===== config.mk =====
export PLATFORM = sky130hd
export DESIGN_NAME = rounded_rect_fill_scan_unit_flat
export DESIGN_NICKNAME = d
export VERILOG_FILES = /design/src/rtl/rrf_pkg.sv /design/src/rtl/rrf_ifs.sv /design/src/rtl/rounded_rect_fill_scan_unit.sv /design/src/flat_wrapper.sv
export SDC_FILE = /design/constraint.sdc
export NUM_CORES = 1
export LEC_CHECK = 0
export BUFFER_PORTS_ARGS = -buffer_cell sky130_fd_sc_hd__buf_2
export CORE_ASPECT_RATIO = 1.4
export CORE_MARGIN = 4
export CORE_UTILIZATION = 60
export DETAILED_ROUTE_END_ITERATION = 10
export PLACE_DENSITY = 0.78
export SLEW_MARGIN = 20
export SYNTH_ARGS = -nofsm -noshare
export SYNTH_HDL_FRONTEND = slang
export SYNTH_SLANG_ARGS = --single-unit

===== constraint.sdc =====
create_clock -name clk -period 15.9 [get_ports clk]
set_clock_uncertainty 0.1 [all_clocks]
set_input_delay 2.385 -clock clk [delete_from_list [all_inputs] [get_ports clk]]
set_output_delay 2.385 -clock clk [all_outputs]
set_load 0.01 [all_outputs]

===== src/rtl/rrf_pkg.sv =====
// ----------------------------------------------------------------------------
// rrf_pkg
// Shared widths, types and register indexes for the rounded rectangle fill
// scanner.
// ----------------------------------------------------------------------------
package rrf_pkg;

  localparam int COORD_BITS = 12;
  localparam int RAD_BITS   = COORD_BITS - 1;
  localparam int PIX_BITS   = COORD_BITS + 1;
  localparam int COLOR_BITS = 32;
  localparam int CFG_DATA_BITS = 32;
  localparam int CFG_IDX_BITS  = 3;

  typedef logic [COORD_BITS-1:0] coord_t;
  typedef logic [RAD_BITS-1:0]   radius_t;
  typedef logic [PIX_BITS-1:0]   pix_t;
  typedef logic [COLOR_BITS-1:0] color_t;

  typedef enum logic [CFG_IDX_BITS-1:0] {
    REG_BOX_LEFT      = 3'd0,
    REG_BOX_TOP       = 3'd1,
    REG_BOX_WIDTH     = 3'd2,
    REG_BOX_HEIGHT    = 3'd3,
    REG_CORNER_RADIUS = 3'd4,
    REG_FILL_COLOR    = 3'd5
  } cfg_reg_t;

endpackage


===== src/rtl/rrf_ifs.sv =====
// ----------------------------------------------------------------------------
// rrf channel interfaces
// Valid/ready channels for scan steps in and pixels out.
// ----------------------------------------------------------------------------
interface rrf_in_if;
  logic valid;
  logic ready;
  logic restart;

  modport source (output valid, output restart, input ready);
  modport sink   (input valid, input restart, output ready);
endinterface

interface rrf_out_if;
  logic                      valid;
  logic                      ready;
  logic [rrf_pkg::PIX_BITS-1:0]   pixel_x;
  logic [rrf_pkg::PIX_BITS-1:0]   pixel_y;
  logic                      write_enable;
  logic [rrf_pkg::COLOR_BITS-1:0] pixel_color;
  logic                      last_pixel;

  modport source (output valid, output pixel_x, output pixel_y, output write_enable,
                  output pixel_color, output last_pixel, input ready);
  modport sink   (input valid, input pixel_x, input pixel_y, input write_enable,
                  input pixel_color, input last_pixel, output ready);
endinterface


===== src/rtl/rounded_rect_fill_scan_unit.sv =====
// ----------------------------------------------------------------------------
// rounded_rect_fill_scan_unit
// Walks the bounding box of a filled rounded rectangle in raster order and
// gives one pixel (coordinates, write flag, colour, last flag) per step.
// ----------------------------------------------------------------------------
//  channel   dir  payload                                        handshake
//  in_chan   in   restart                                        valid/ready
//  out_chan  out  pixel_x, pixel_y, write_enable, pixel_color,   valid/ready
//                 last_pixel
//  cfg_*     in   cfg_index, cfg_data                            cfg_we
//
// The scan position is worked out and advanced at acceptance into the item
// register; the corner distance test (three squarers, one add and compare)
// sits between the item register and the result register. One item per
// clock sustained while out_chan.ready stays high.
// A held pixel stops the result register; the item register takes one more
// item, then in_chan.ready falls. Reset clears the scan position, the
// configuration and the valid flags.
// ----------------------------------------------------------------------------
module rounded_rect_fill_scan_unit (
  input  logic                              clk,
  input  logic                              rst_n,
  input  logic                              cfg_we,
  input  rrf_pkg::cfg_reg_t                 cfg_index,
  input  logic [rrf_pkg::CFG_DATA_BITS-1:0] cfg_data,
  rrf_in_if.sink                            in_chan,
  rrf_out_if.source                         out_chan
);
  import rrf_pkg::*;

  // configuration
  coord_t  box_left_r, box_top_r, box_width_r, box_height_r;
  radius_t corner_radius_r;
  color_t  fill_color_r;

  // scan position of the next pixel
  coord_t scan_col_r, scan_row_r;

  // item register
  logic   s1_valid_r;
  coord_t s1_col_r, s1_row_r;
  logic   s1_empty_r, s1_last_r;

  // result register
  logic   out_valid_r;
  pix_t   out_x_r, out_y_r;
  logic   out_we_r, out_last_r;
  color_t out_color_r;

  logic in_acc, s1_move, out_load;

  assign out_load = !out_valid_r || out_chan.ready;
  assign s1_move  = s1_valid_r && out_load;
  assign in_chan.ready = !s1_valid_r || out_load;
  assign in_acc   = in_chan.valid && in_chan.ready;

  // ---------------- position step ----------------
  logic                box_empty, pos_oob, cur_last;
  coord_t              base_col, base_row, cur_col, cur_row;
  coord_t              scan_col_nxt, scan_row_nxt;
  logic [COORD_BITS:0] col_inc, row_inc;

  always_comb begin
    box_empty = (box_width_r == '0) || (box_height_r == '0);
    base_col  = in_chan.restart ? '0 : scan_col_r;
    base_row  = in_chan.restart ? '0 : scan_row_r;
    pos_oob   = (base_col >= box_width_r) || (base_row >= box_height_r);
    cur_col   = (box_empty || pos_oob) ? '0 : base_col;
    cur_row   = (box_empty || pos_oob) ? '0 : base_row;
    cur_last  = box_empty ||
                ((cur_col == box_width_r - 1'b1) && (cur_row == box_height_r - 1'b1));
    col_inc   = {1'b0, cur_col} + 1'b1;
    row_inc   = {1'b0, cur_row} + 1'b1;
    if (box_empty) begin
      scan_col_nxt = '0;
      scan_row_nxt = '0;
    end else if (col_inc < {1'b0, box_width_r}) begin
      scan_col_nxt = col_inc[COORD_BITS-1:0];
      scan_row_nxt = cur_row;
    end else begin
      scan_col_nxt = '0;
      scan_row_nxt = (row_inc < {1'b0, box_height_r}) ? row_inc[COORD_BITS-1:0] : '0;
    end
  end

  // ---------------- coverage test ----------------
  radius_t                rad, half_w, half_h, rad_w, dx, dy;
  coord_t                 edge_x, edge_y, dx_full, dy_full;
  logic                   in_band_x, in_band_y, in_corner;
  logic [2*RAD_BITS-1:0]  dx2, dy2, rad2;
  logic [2*RAD_BITS:0]    dist2;

  always_comb begin
    half_w    = box_width_r[COORD_BITS-1:1];
    half_h    = box_height_r[COORD_BITS-1:1];
    rad_w     = (corner_radius_r > half_w) ? half_w : corner_radius_r;
    rad       = (rad_w > half_h) ? half_h : rad_w;
    edge_x    = box_width_r  - {1'b0, rad};
    edge_y    = box_height_r - {1'b0, rad};
    in_band_x = (s1_col_r >= {1'b0, rad}) && (s1_col_r < edge_x);
    in_band_y = (s1_row_r >= {1'b0, rad}) && (s1_row_r < edge_y);
    // right and bottom offsets are one pixel short of the left and top ones
    dx_full   = (s1_col_r < {1'b0, rad}) ? ({1'b0, rad} - s1_col_r) : (s1_col_r - edge_x);
    dy_full   = (s1_row_r < {1'b0, rad}) ? ({1'b0, rad} - s1_row_r) : (s1_row_r - edge_y);
    dx        = dx_full[RAD_BITS-1:0];
    dy        = dy_full[RAD_BITS-1:0];
    dx2       = dx * dx;
    dy2       = dy * dy;
    rad2      = rad * rad;
    dist2     = {1'b0, dx2} + {1'b0, dy2};
    in_corner = dist2 <= {1'b0, rad2};
  end

  // ---------------- registers ----------------
  always_ff @(posedge clk) begin
    if (!rst_n) begin
      box_left_r      <= '0;
      box_top_r       <= '0;
      box_width_r     <= '0;
      box_height_r    <= '0;
      corner_radius_r <= '0;
      fill_color_r    <= '0;
    end else if (cfg_we) begin
      unique case (cfg_index)
        REG_BOX_LEFT:      box_left_r      <= cfg_data[COORD_BITS-1:0];
        REG_BOX_TOP:       box_top_r       <= cfg_data[COORD_BITS-1:0];
        REG_BOX_WIDTH:     box_width_r     <= cfg_data[COORD_BITS-1:0];
        REG_BOX_HEIGHT:    box_height_r    <= cfg_data[COORD_BITS-1:0];
        REG_CORNER_RADIUS: corner_radius_r <= cfg_data[RAD_BITS-1:0];
        REG_FILL_COLOR:    fill_color_r    <= cfg_data[COLOR_BITS-1:0];
        default: ;
      endcase
    end
  end

  always_ff @(posedge clk) begin
    if (!rst_n) begin
      scan_col_r  <= '0;
      scan_row_r  <= '0;
      s1_valid_r  <= 1'b0;
      out_valid_r <= 1'b0;
    end else begin
      if (in_acc) begin
        scan_col_r <= scan_col_nxt;
        scan_row_r <= scan_row_nxt;
      end
      if (in_chan.ready) s1_valid_r <= in_chan.valid;
      if (out_load) out_valid_r <= s1_valid_r;
    end
  end

  always_ff @(posedge clk) begin
    if (in_acc) begin
      s1_col_r   <= cur_col;
      s1_row_r   <= cur_row;
      s1_empty_r <= box_empty;
      s1_last_r  <= cur_last;
    end
    if (s1_move) begin
      out_x_r     <= {1'b0, box_left_r} + {1'b0, s1_col_r};
      out_y_r     <= {1'b0, box_top_r}  + {1'b0, s1_row_r};
      out_we_r    <= !s1_empty_r && (in_band_x || in_band_y || in_corner);
      out_color_r <= fill_color_r;
      out_last_r  <= s1_last_r;
    end
  end

  assign out_chan.valid        = out_valid_r;
  assign out_chan.pixel_x      = out_x_r;
  assign out_chan.pixel_y      = out_y_r;
  assign out_chan.write_enable = out_we_r;
  assign out_chan.pixel_color  = out_color_r;
  assign out_chan.last_pixel   = out_last_r;

  // ---------------- assertions ----------------
  a_accept_fills_stage: assert property (@(posedge clk) disable iff (!rst_n)
    in_acc |=> s1_valid_r)
    else $error("accepted item did not reach the item register");

  a_empty_box: assert property (@(posedge clk) disable iff (!rst_n)
    (out_valid_r && (box_width_r == '0 || box_height_r == '0))
      |-> (!out_we_r && out_last_r))
    else $error("empty box gave a write or missed the last flag");

  a_scan_wraps: assert property (@(posedge clk) disable iff (!rst_n)
    (in_acc && cur_last) |=> (scan_col_r == '0 && scan_row_r == '0))
    else $error("scan position did not wrap after the last pixel");

  a_stage_held: assert property (@(posedge clk) disable iff (!rst_n)
    (s1_valid_r && !out_load) |=> (s1_valid_r && $stable(s1_col_r) && $stable(s1_row_r)))
    else $error("item register changed while stalled");

endmodule


===== src/flat_wrapper.sv =====
// flat-port wrapper written by rule: the top's interface ports become plain ports
module rounded_rect_fill_scan_unit_flat import rrf_pkg::*;
  (clk, rst_n, cfg_we, cfg_index, cfg_data, in_chan_valid, in_chan_restart, in_chan_ready, out_chan_valid, out_chan_pixel_x, out_chan_pixel_y, out_chan_write_enable, out_chan_pixel_color, out_chan_last_pixel, out_chan_ready);
  rrf_in_if in_chan_i ();
  rrf_out_if out_chan_i ();
  input  logic clk;
  input  logic rst_n;
  input  logic cfg_we;
  input  rrf_pkg::cfg_reg_t cfg_index;
  input  logic [rrf_pkg::CFG_DATA_BITS-1:0] cfg_data;
  input wire logic [$bits(in_chan_i.valid)-1:0] in_chan_valid;
  input wire logic [$bits(in_chan_i.restart)-1:0] in_chan_restart;
  output wire logic [$bits(in_chan_i.ready)-1:0] in_chan_ready;
  output wire logic [$bits(out_chan_i.valid)-1:0] out_chan_valid;
  output wire logic [$bits(out_chan_i.pixel_x)-1:0] out_chan_pixel_x;
  output wire logic [$bits(out_chan_i.pixel_y)-1:0] out_chan_pixel_y;
  output wire logic [$bits(out_chan_i.write_enable)-1:0] out_chan_write_enable;
  output wire logic [$bits(out_chan_i.pixel_color)-1:0] out_chan_pixel_color;
  output wire logic [$bits(out_chan_i.last_pixel)-1:0] out_chan_last_pixel;
  input wire logic [$bits(out_chan_i.ready)-1:0] out_chan_ready;
  assign in_chan_i.valid = in_chan_valid;
  assign in_chan_i.restart = in_chan_restart;
  assign in_chan_ready = in_chan_i.ready;
  assign out_chan_valid = out_chan_i.valid;
  assign out_chan_pixel_x = out_chan_i.pixel_x;
  assign out_chan_pixel_y = out_chan_i.pixel_y;
  assign out_chan_write_enable = out_chan_i.write_enable;
  assign out_chan_pixel_color = out_chan_i.pixel_color;
  assign out_chan_last_pixel = out_chan_i.last_pixel;
  assign out_chan_i.ready = out_chan_ready;
  rounded_rect_fill_scan_unit u_core (.clk(clk), .rst_n(rst_n), .cfg_we(cfg_we), .cfg_index(cfg_index), .cfg_data(cfg_data), .in_chan(in_chan_i), .out_chan(out_chan_i));
endmodule

### After elaboration in Yosys (flattened, before gate mapping)

Index checks and enable logic that the tools add are counted.

| storage, ports and cells | value |
|---|---|
| register bits after elaboration | 203 |
| bits of input ports | 41 |
| output and inout bits | 62 |
| word-level logic and storage cells | 94 |

| operators by class | value |
|---|---|
| add/subtract/negate cells | 13 |
| $mul | 3 |
| magnitude comparators | 13 |
| eq/ne operators | 7 |
| muxes and demuxes | 13 |
| reduce and logical (&&, ||, !) cells | 26 |

Operators with widths:

| cell | count |
|---|---|
| 12-bit 2-to-1 mux | 9 |
| 11-bit by 11-bit multiplier with 22-bit output | 3 |
| 11-bit 2-to-1 mux | 4 |
| 11-bit subtractor | 4 |
| 12-bit by 1-bit adder with 13-bit output (second input constant) | 2 |
| 12-bit by 12-bit adder with 13-bit output | 2 |
| 13-bit by 12-bit < comparator with 1-bit output | 2 |
| 12-bit equality test | 2 |
| 12-bit by 11-bit greater-or-equal comparator with 1-bit output | 2 |
| 12-bit greater-or-equal comparator | 2 |
| 12-bit zero test | 2 |
| 12-bit by 11-bit < comparator with 1-bit output | 2 |
| 12-bit < comparator | 2 |
| 12-bit by 1-bit subtractor with 12-bit output (second input constant) | 2 |
| 12-bit by 11-bit subtractor with 12-bit output | 2 |
| 22-bit by 22-bit adder with 23-bit output | 1 |
| 23-bit by 22-bit less-or-equal comparator with 1-bit output | 1 |
| 11-bit greater-than comparator | 2 |
| 2-bit AND reduction | 6 |
| 1-bit logical OR | 8 |
| 3-bit by 2-bit equality test with 1-bit output (second input constant) | 2 |
| 3-bit equality test (second input constant) | 2 |
| 1-bit logical AND | 6 |
| 3-bit by 1-bit equality test with 1-bit output (second input constant) | 1 |
| 2 further kinds | 4 |

### Depth between registers and ports, before layout

| logic depth | value |
|---|---|
| word-level depth | 12 |
| depth in mapped cells | 67 |
| gate-level depth less buffers | 65 |

### Least setup slack after synthesis

No wires, ideal clock.

| timing path | value |
|---|---|
| path kind | register to register |
| start point | register u_core.box_width_r[7] |
| end point | register u_core.out_we_r (netlist: u_core.out_chan.write_enable) (data pin) |
| arrival | 14.303 ns |
| setup slack | 1.345 ns |
| cell stages (with the launch flop) | 58 |
| buffers on the path | 3 |
| clock period less this slack | 14.555 ns |
| cell sequence | dfxtp_1 -> inv_1 -> ha_1 -> a211o_1 -> o221ai_1 -> a21oi_1 -> o211ai_1 -> buf_2 -> mux2_2 -> ha_1 -> a21o_1 -> a211o_1 -> o41ai_1 -> a41oi_1 -> buf_2 -> a21oi_2 -> inv_1 -> clkbuf_1 -> [... 22 more ...] -> fa_1 -> fa_1 -> fa_1 -> inv_1 -> fa_1 -> inv_1 -> ha_1 -> or3_1 -> o211a_1 -> o31a_1 -> o41ai_1 -> xnor2_1 -> ha_1 -> nand3_1 -> or4_1 -> nor3_1 -> o22ai_1 -> a31oi_1 |

| between the ends | value |
|---|---|
| longest elaborated chain between the ends | 12 |
| elaborated cells between the ends (all ways) | 28 |
| classes of those cells | add/sub (7); mul (3); order compare (9); mux (4); reduce/logical (5) |

RTL lines:

| item | line | source |
|---|---|---|
| from (decl) | rounded_rect_fill_scan_unit.sv:32 | `coord_t box_left_r, box_top_r, box_width_r, box_height_r;` |
| from (signal assigned) | rounded_rect_fill_scan_unit.sv:127 | `REG_BOX_WIDTH: box_width_r <= cfg_data[COORD_BITS-1:0];` |
| 11-bit greater-than comparator | rounded_rect_fill_scan_unit.sv:96 | `rad_w = (corner_radius_r > half_w) ? half_w : corner_radius_r;` |
| 11-bit 2-to-1 mux | rounded_rect_fill_scan_unit.sv:96 |  |
| 11-bit greater-than comparator | rounded_rect_fill_scan_unit.sv:97 | `rad = (rad_w > half_h) ? half_h : rad_w;` |
| 11-bit 2-to-1 mux | rounded_rect_fill_scan_unit.sv:97 |  |
| 12-bit by 11-bit subtractor with 12-bit output, on equally long branches | rounded_rect_fill_scan_unit.sv:98, rounded_rect_fill_scan_unit.sv:99 |  |
| 11-bit subtractor, on equally long branches | rounded_rect_fill_scan_unit.sv:103, rounded_rect_fill_scan_unit.sv:104 |  |
| 11-bit 2-to-1 mux, on equally long branches | rounded_rect_fill_scan_unit.sv:103, rounded_rect_fill_scan_unit.sv:104 |  |
| 11-bit by 11-bit multiplier with 22-bit output, on equally long branches | rounded_rect_fill_scan_unit.sv:107, rounded_rect_fill_scan_unit.sv:108 |  |
| 22-bit by 22-bit adder with 23-bit output | rounded_rect_fill_scan_unit.sv:110 | `dist2 = {1'b0, dx2} + {1'b0, dy2};` |
| 23-bit by 22-bit less-or-equal comparator with 1-bit output | rounded_rect_fill_scan_unit.sv:111 | `in_corner = dist2 <= {1'b0, rad2};` |
| 1-bit logical OR * | rounded_rect_fill_scan_unit.sv:162 | `out_we_r <= !s1_empty_r && (in_band_x \|\| in_band_y \|\| in_corner);` |
| 1-bit logical AND * | rounded_rect_fill_scan_unit.sv:162 |  |
| to (signal assigned) | rounded_rect_fill_scan_unit.sv:162 |  |
| to (decl) | rounded_rect_fill_scan_unit.sv:47 | `logic out_we_r, out_last_r;` |

Every way passes the cells marked *; elsewhere a longest branch is shown, timed or not.
A chain may end at the register's enable or synchronous reset.

### Worst setup path after layout

| timing path | value |
|---|---|
| start point | register u_core.box_width_r[2] |
| end point | register u_core.out_we_r (netlist: u_core.out_chan.write_enable) (data pin) |

Same word-level chain as after synthesis.

==> run summary <==
Hold Crit Start: u_core.fill_color_r[25]
Area grow syn2layout: 7.97%
Predominant post-synthesis flop cell: dfxtp_1
Slowest-stage cell, CP: fa_1
Status: finished clean
Die Span Y: 248 um
Final WS setup: 0.840 ns
Ys async rst share: 0%
Port Buf Inserts: 102
Vias in the first global route: 21,500
Layout Cells excl Fill: 3,441
Hold_buf cts: 0
Critical Path Max Stage Delay: 0.56 ns
Reg2reg start: u_core.box_width_r[2]
Placement Setup Slack: 0.671 ns
Crit share post-route: 94.7%
Commonest non-fill, non-tap cell in the layout: inv_1
Fmax achieved: 0.0664 GHz
DRC: 0
Worst Tran Pin Value: 1.08 ns
Max Cap Violations: 0
Post-synth EDFFs: 86
Die area: 0.0445 mm^2
Synth Instances: 2,793
Sequential area share after synthesis: 20.0%
CTS max path bufs: 3
CP Class: reg2reg
Critical Path Fanout Max: 12
Fraction of layout cells with a size suffix above 1: 8.88%
Most used cell, CP: fa_1
Die Span X: 179 um
Final min period: 15.06 ns
Hold crit path type: reg2reg
Design area: 0.0267 mm^2
Top-Level Pins: 103
TritonCTS clock tree: yes
Commonest non-fill, non-tap cells in the layout: 415 x inv_1, 356 x ha_1, 312 x nand2_1
Final net count: 3,527
Reg clk slew, reported paths: 0.08 ns
CP arrival: 15.36 ns
Worst Reg-to-Reg Cells: 60
Hold Path End: u_core.out_chan.pixel_color[25]
Vias: 20,400
CTS Sinks: 203
Mean Syn Cell Area: 8.84 um^2
Routability congestion estimate: 1.02
Seq cells post-synth: 203
DPL Wire Length: 58.3 mm
DRT Pass-1 Iters: 8
Synthesized Nets: 3,427
Core area: 0.0405 mm^2
Hold path depth: 0
1st-iter DRT viols: 1,300
Pins Over Slew Limit: 0
Mapped cell area: 0.0247 mm^2
ANT cells: 0
Total GRT Usage: 32.0%
Remaining Overflow, GRT: 0
Synthesis Warnings: 0
Rel. slew slack: 28.2%
Initial antenna violation count: 0
CP required: 16.20 ns
First-pass GRT wire length: 113 mm
Clock latency on the worst-skew pair: 0.53 ns
R2R setup slack: 0.84 ns
Htree depth: 1
Post-Route WL: 71.4 mm
Pin count of the biggest net entering global routing: 100
DR WL/cell: 20.7 um
Cell count after placement: 3,404
Post-synth cell types: 80
Worst r2r dst: u_core.out_chan.write_enable
Setup-failing EPs final: 0
Rows: 87
Initial Util: 61.0%
Final hold vios: 0
Startpoint Class: register
Placed inst area: 0.0259 mm^2
Via density: 5.92
Crit. End Element: register
Total CTS buffers: 20
Clock root buffer: clkbuf_16
Post-DRT Antenna Nets: 0
## layer usage
layer / GRT usage [%] / wire [um] / vias to the layer above
met5: 0 / 0 / -
met4: 24.1 / 6620 / 0
met3: 3.74 / 3600 / 322
met2: 59.6 / 36900 / 786
met1: 32.8 / 24300 / 9805
li1: - / - / 9444
## critical path: cells and delay by family (launching register included)
kind | cells | cell delay, ns
adders and majority gates | 13 | 5.47
AOI/OAI and AO/OA | 24 | 4.21
buffers and inverters | 7 | 0.95
muxes | 1 | 0.37
and+or+nand+nor | 14 | 3.19
DFF | 1 | 0.50
xor gates and xnor gates | 1 | 0.14
## kinds of logic after synthesis
family,count (synthesis),synth area share (%)
xor+xnor,161,5.71
compound gates,425,11.0
simple gates,883,16.8
buf+inv,488,7.57
fa+ha+maj,593,37.3
flops,203,20.0
mux,40,1.73
## layout make-up
class	count	area, um^2
inverter	426	1610
multi-input combinational	2102	17900
clock buffer	25	582
fill	3343	13800
sequential	203	4930
clock inverter	11	136
timing repair buffer	140	796
tap	534	668
## how the worst max path moves through the flow
stage	start	to	slack, ns	depth (start not counted)
after floorplan	u_core.box_width_r[7]	u_core.out_chan.write_enable	1.34	57
after global routing	u_core.box_width_r[2]	u_core.out_chan.write_enable	-0.03	61
final	u_core.box_width_r[2]	u_core.out_chan.write_enable	0.84	60
after detailed placement	u_core.box_width_r[7]	u_core.out_chan.write_enable	0.67	57
after global placement	u_core.box_width_r[2]	u_core.out_chan.write_enable	1.03	58
after CTS	u_core.box_width_r[7]	u_core.out_chan.write_enable	0.63	57
## what timing repair did
action | CTS | global route
buffers inserted | 0 | 1
endpoints found under the setup margin | 0 | 1
resized for setup | 0 | 10
## sequential cells by signal, summed over array words and instances (netlist names), 11 cells and up
name and flops:
u_core.box_height_r 12, u_core.box_left_r 12, u_core.box_top_r 12, u_core.box_width_r 12
u_core.corner_radius_r 11, u_core.fill_color_r 32, u_core.out_chan.pixel_color 32, u_core.out_chan.pixel_x 13
u_core.out_chan.pixel_y 13, u_core.s1_col_r 12, u_core.s1_row_r 12, u_core.scan_col_r 12
u_core.scan_row_r 12
## stage by stage
| stage | TNS (ns) | hold WS [ns] | utilization (%) |
|---|---|---|---|
| 5_1_grt | -0.0254 | 0.335 | 65.8 |
| 6_report | 0 | 0.330 | 65.8 |
| 3_3_place_gp | 0 | 0.311 | 63.9 |
| 4_1_cts | 0 | 0.326 | 65.7 |
| 3_5_place_dp | 0 | 0.315 | 63.9 |
| 2_1_floorplan | 0 | 0.300 | - |
## synth_stat cells (all sizes together) (7+ instances only)
cell / instances / area [um^2]
dfxtp: 117 / 2340
nor2b: 58 / 363
inv: 420 / 1580
clkbuf: 51 / 191
fa: 237 / 4740
a22oi: 17 / 128
buf: 11 / 78.8
o21a: 23 / 173
nand2: 313 / 1180
xor2: 50 / 438
nor2: 261 / 987
and2: 12 / 75.1
or2: 24 / 150
nor4: 9 / 77.6
edfxtp: 86 / 2580
a21o: 40 / 300
nand4: 23 / 144
o211ai: 13 / 97.6
a21boi: 9 / 67.6
or3: 11 / 68.8
ha: 356 / 4450
mux2i: 19 / 190
nand2b: 37 / 231
a211oi: 11 / 82.6
xnor2: 111 / 972
nor3: 57 / 307
o21ai: 69 / 357
o41ai: 7 / 61.3
a31oi: 7 / 43.8
a21oi: 172 / 876
and3: 9 / 56.3
mux2: 21 / 236
a211o: 8 / 70.1
or4: 7 / 56.3
nor3b: 9 / 87.6
nand3: 37 / 185
Power is not shown: default switching activity piles up to over one toggle a cycle in this logic, so the estimate is an artifact.
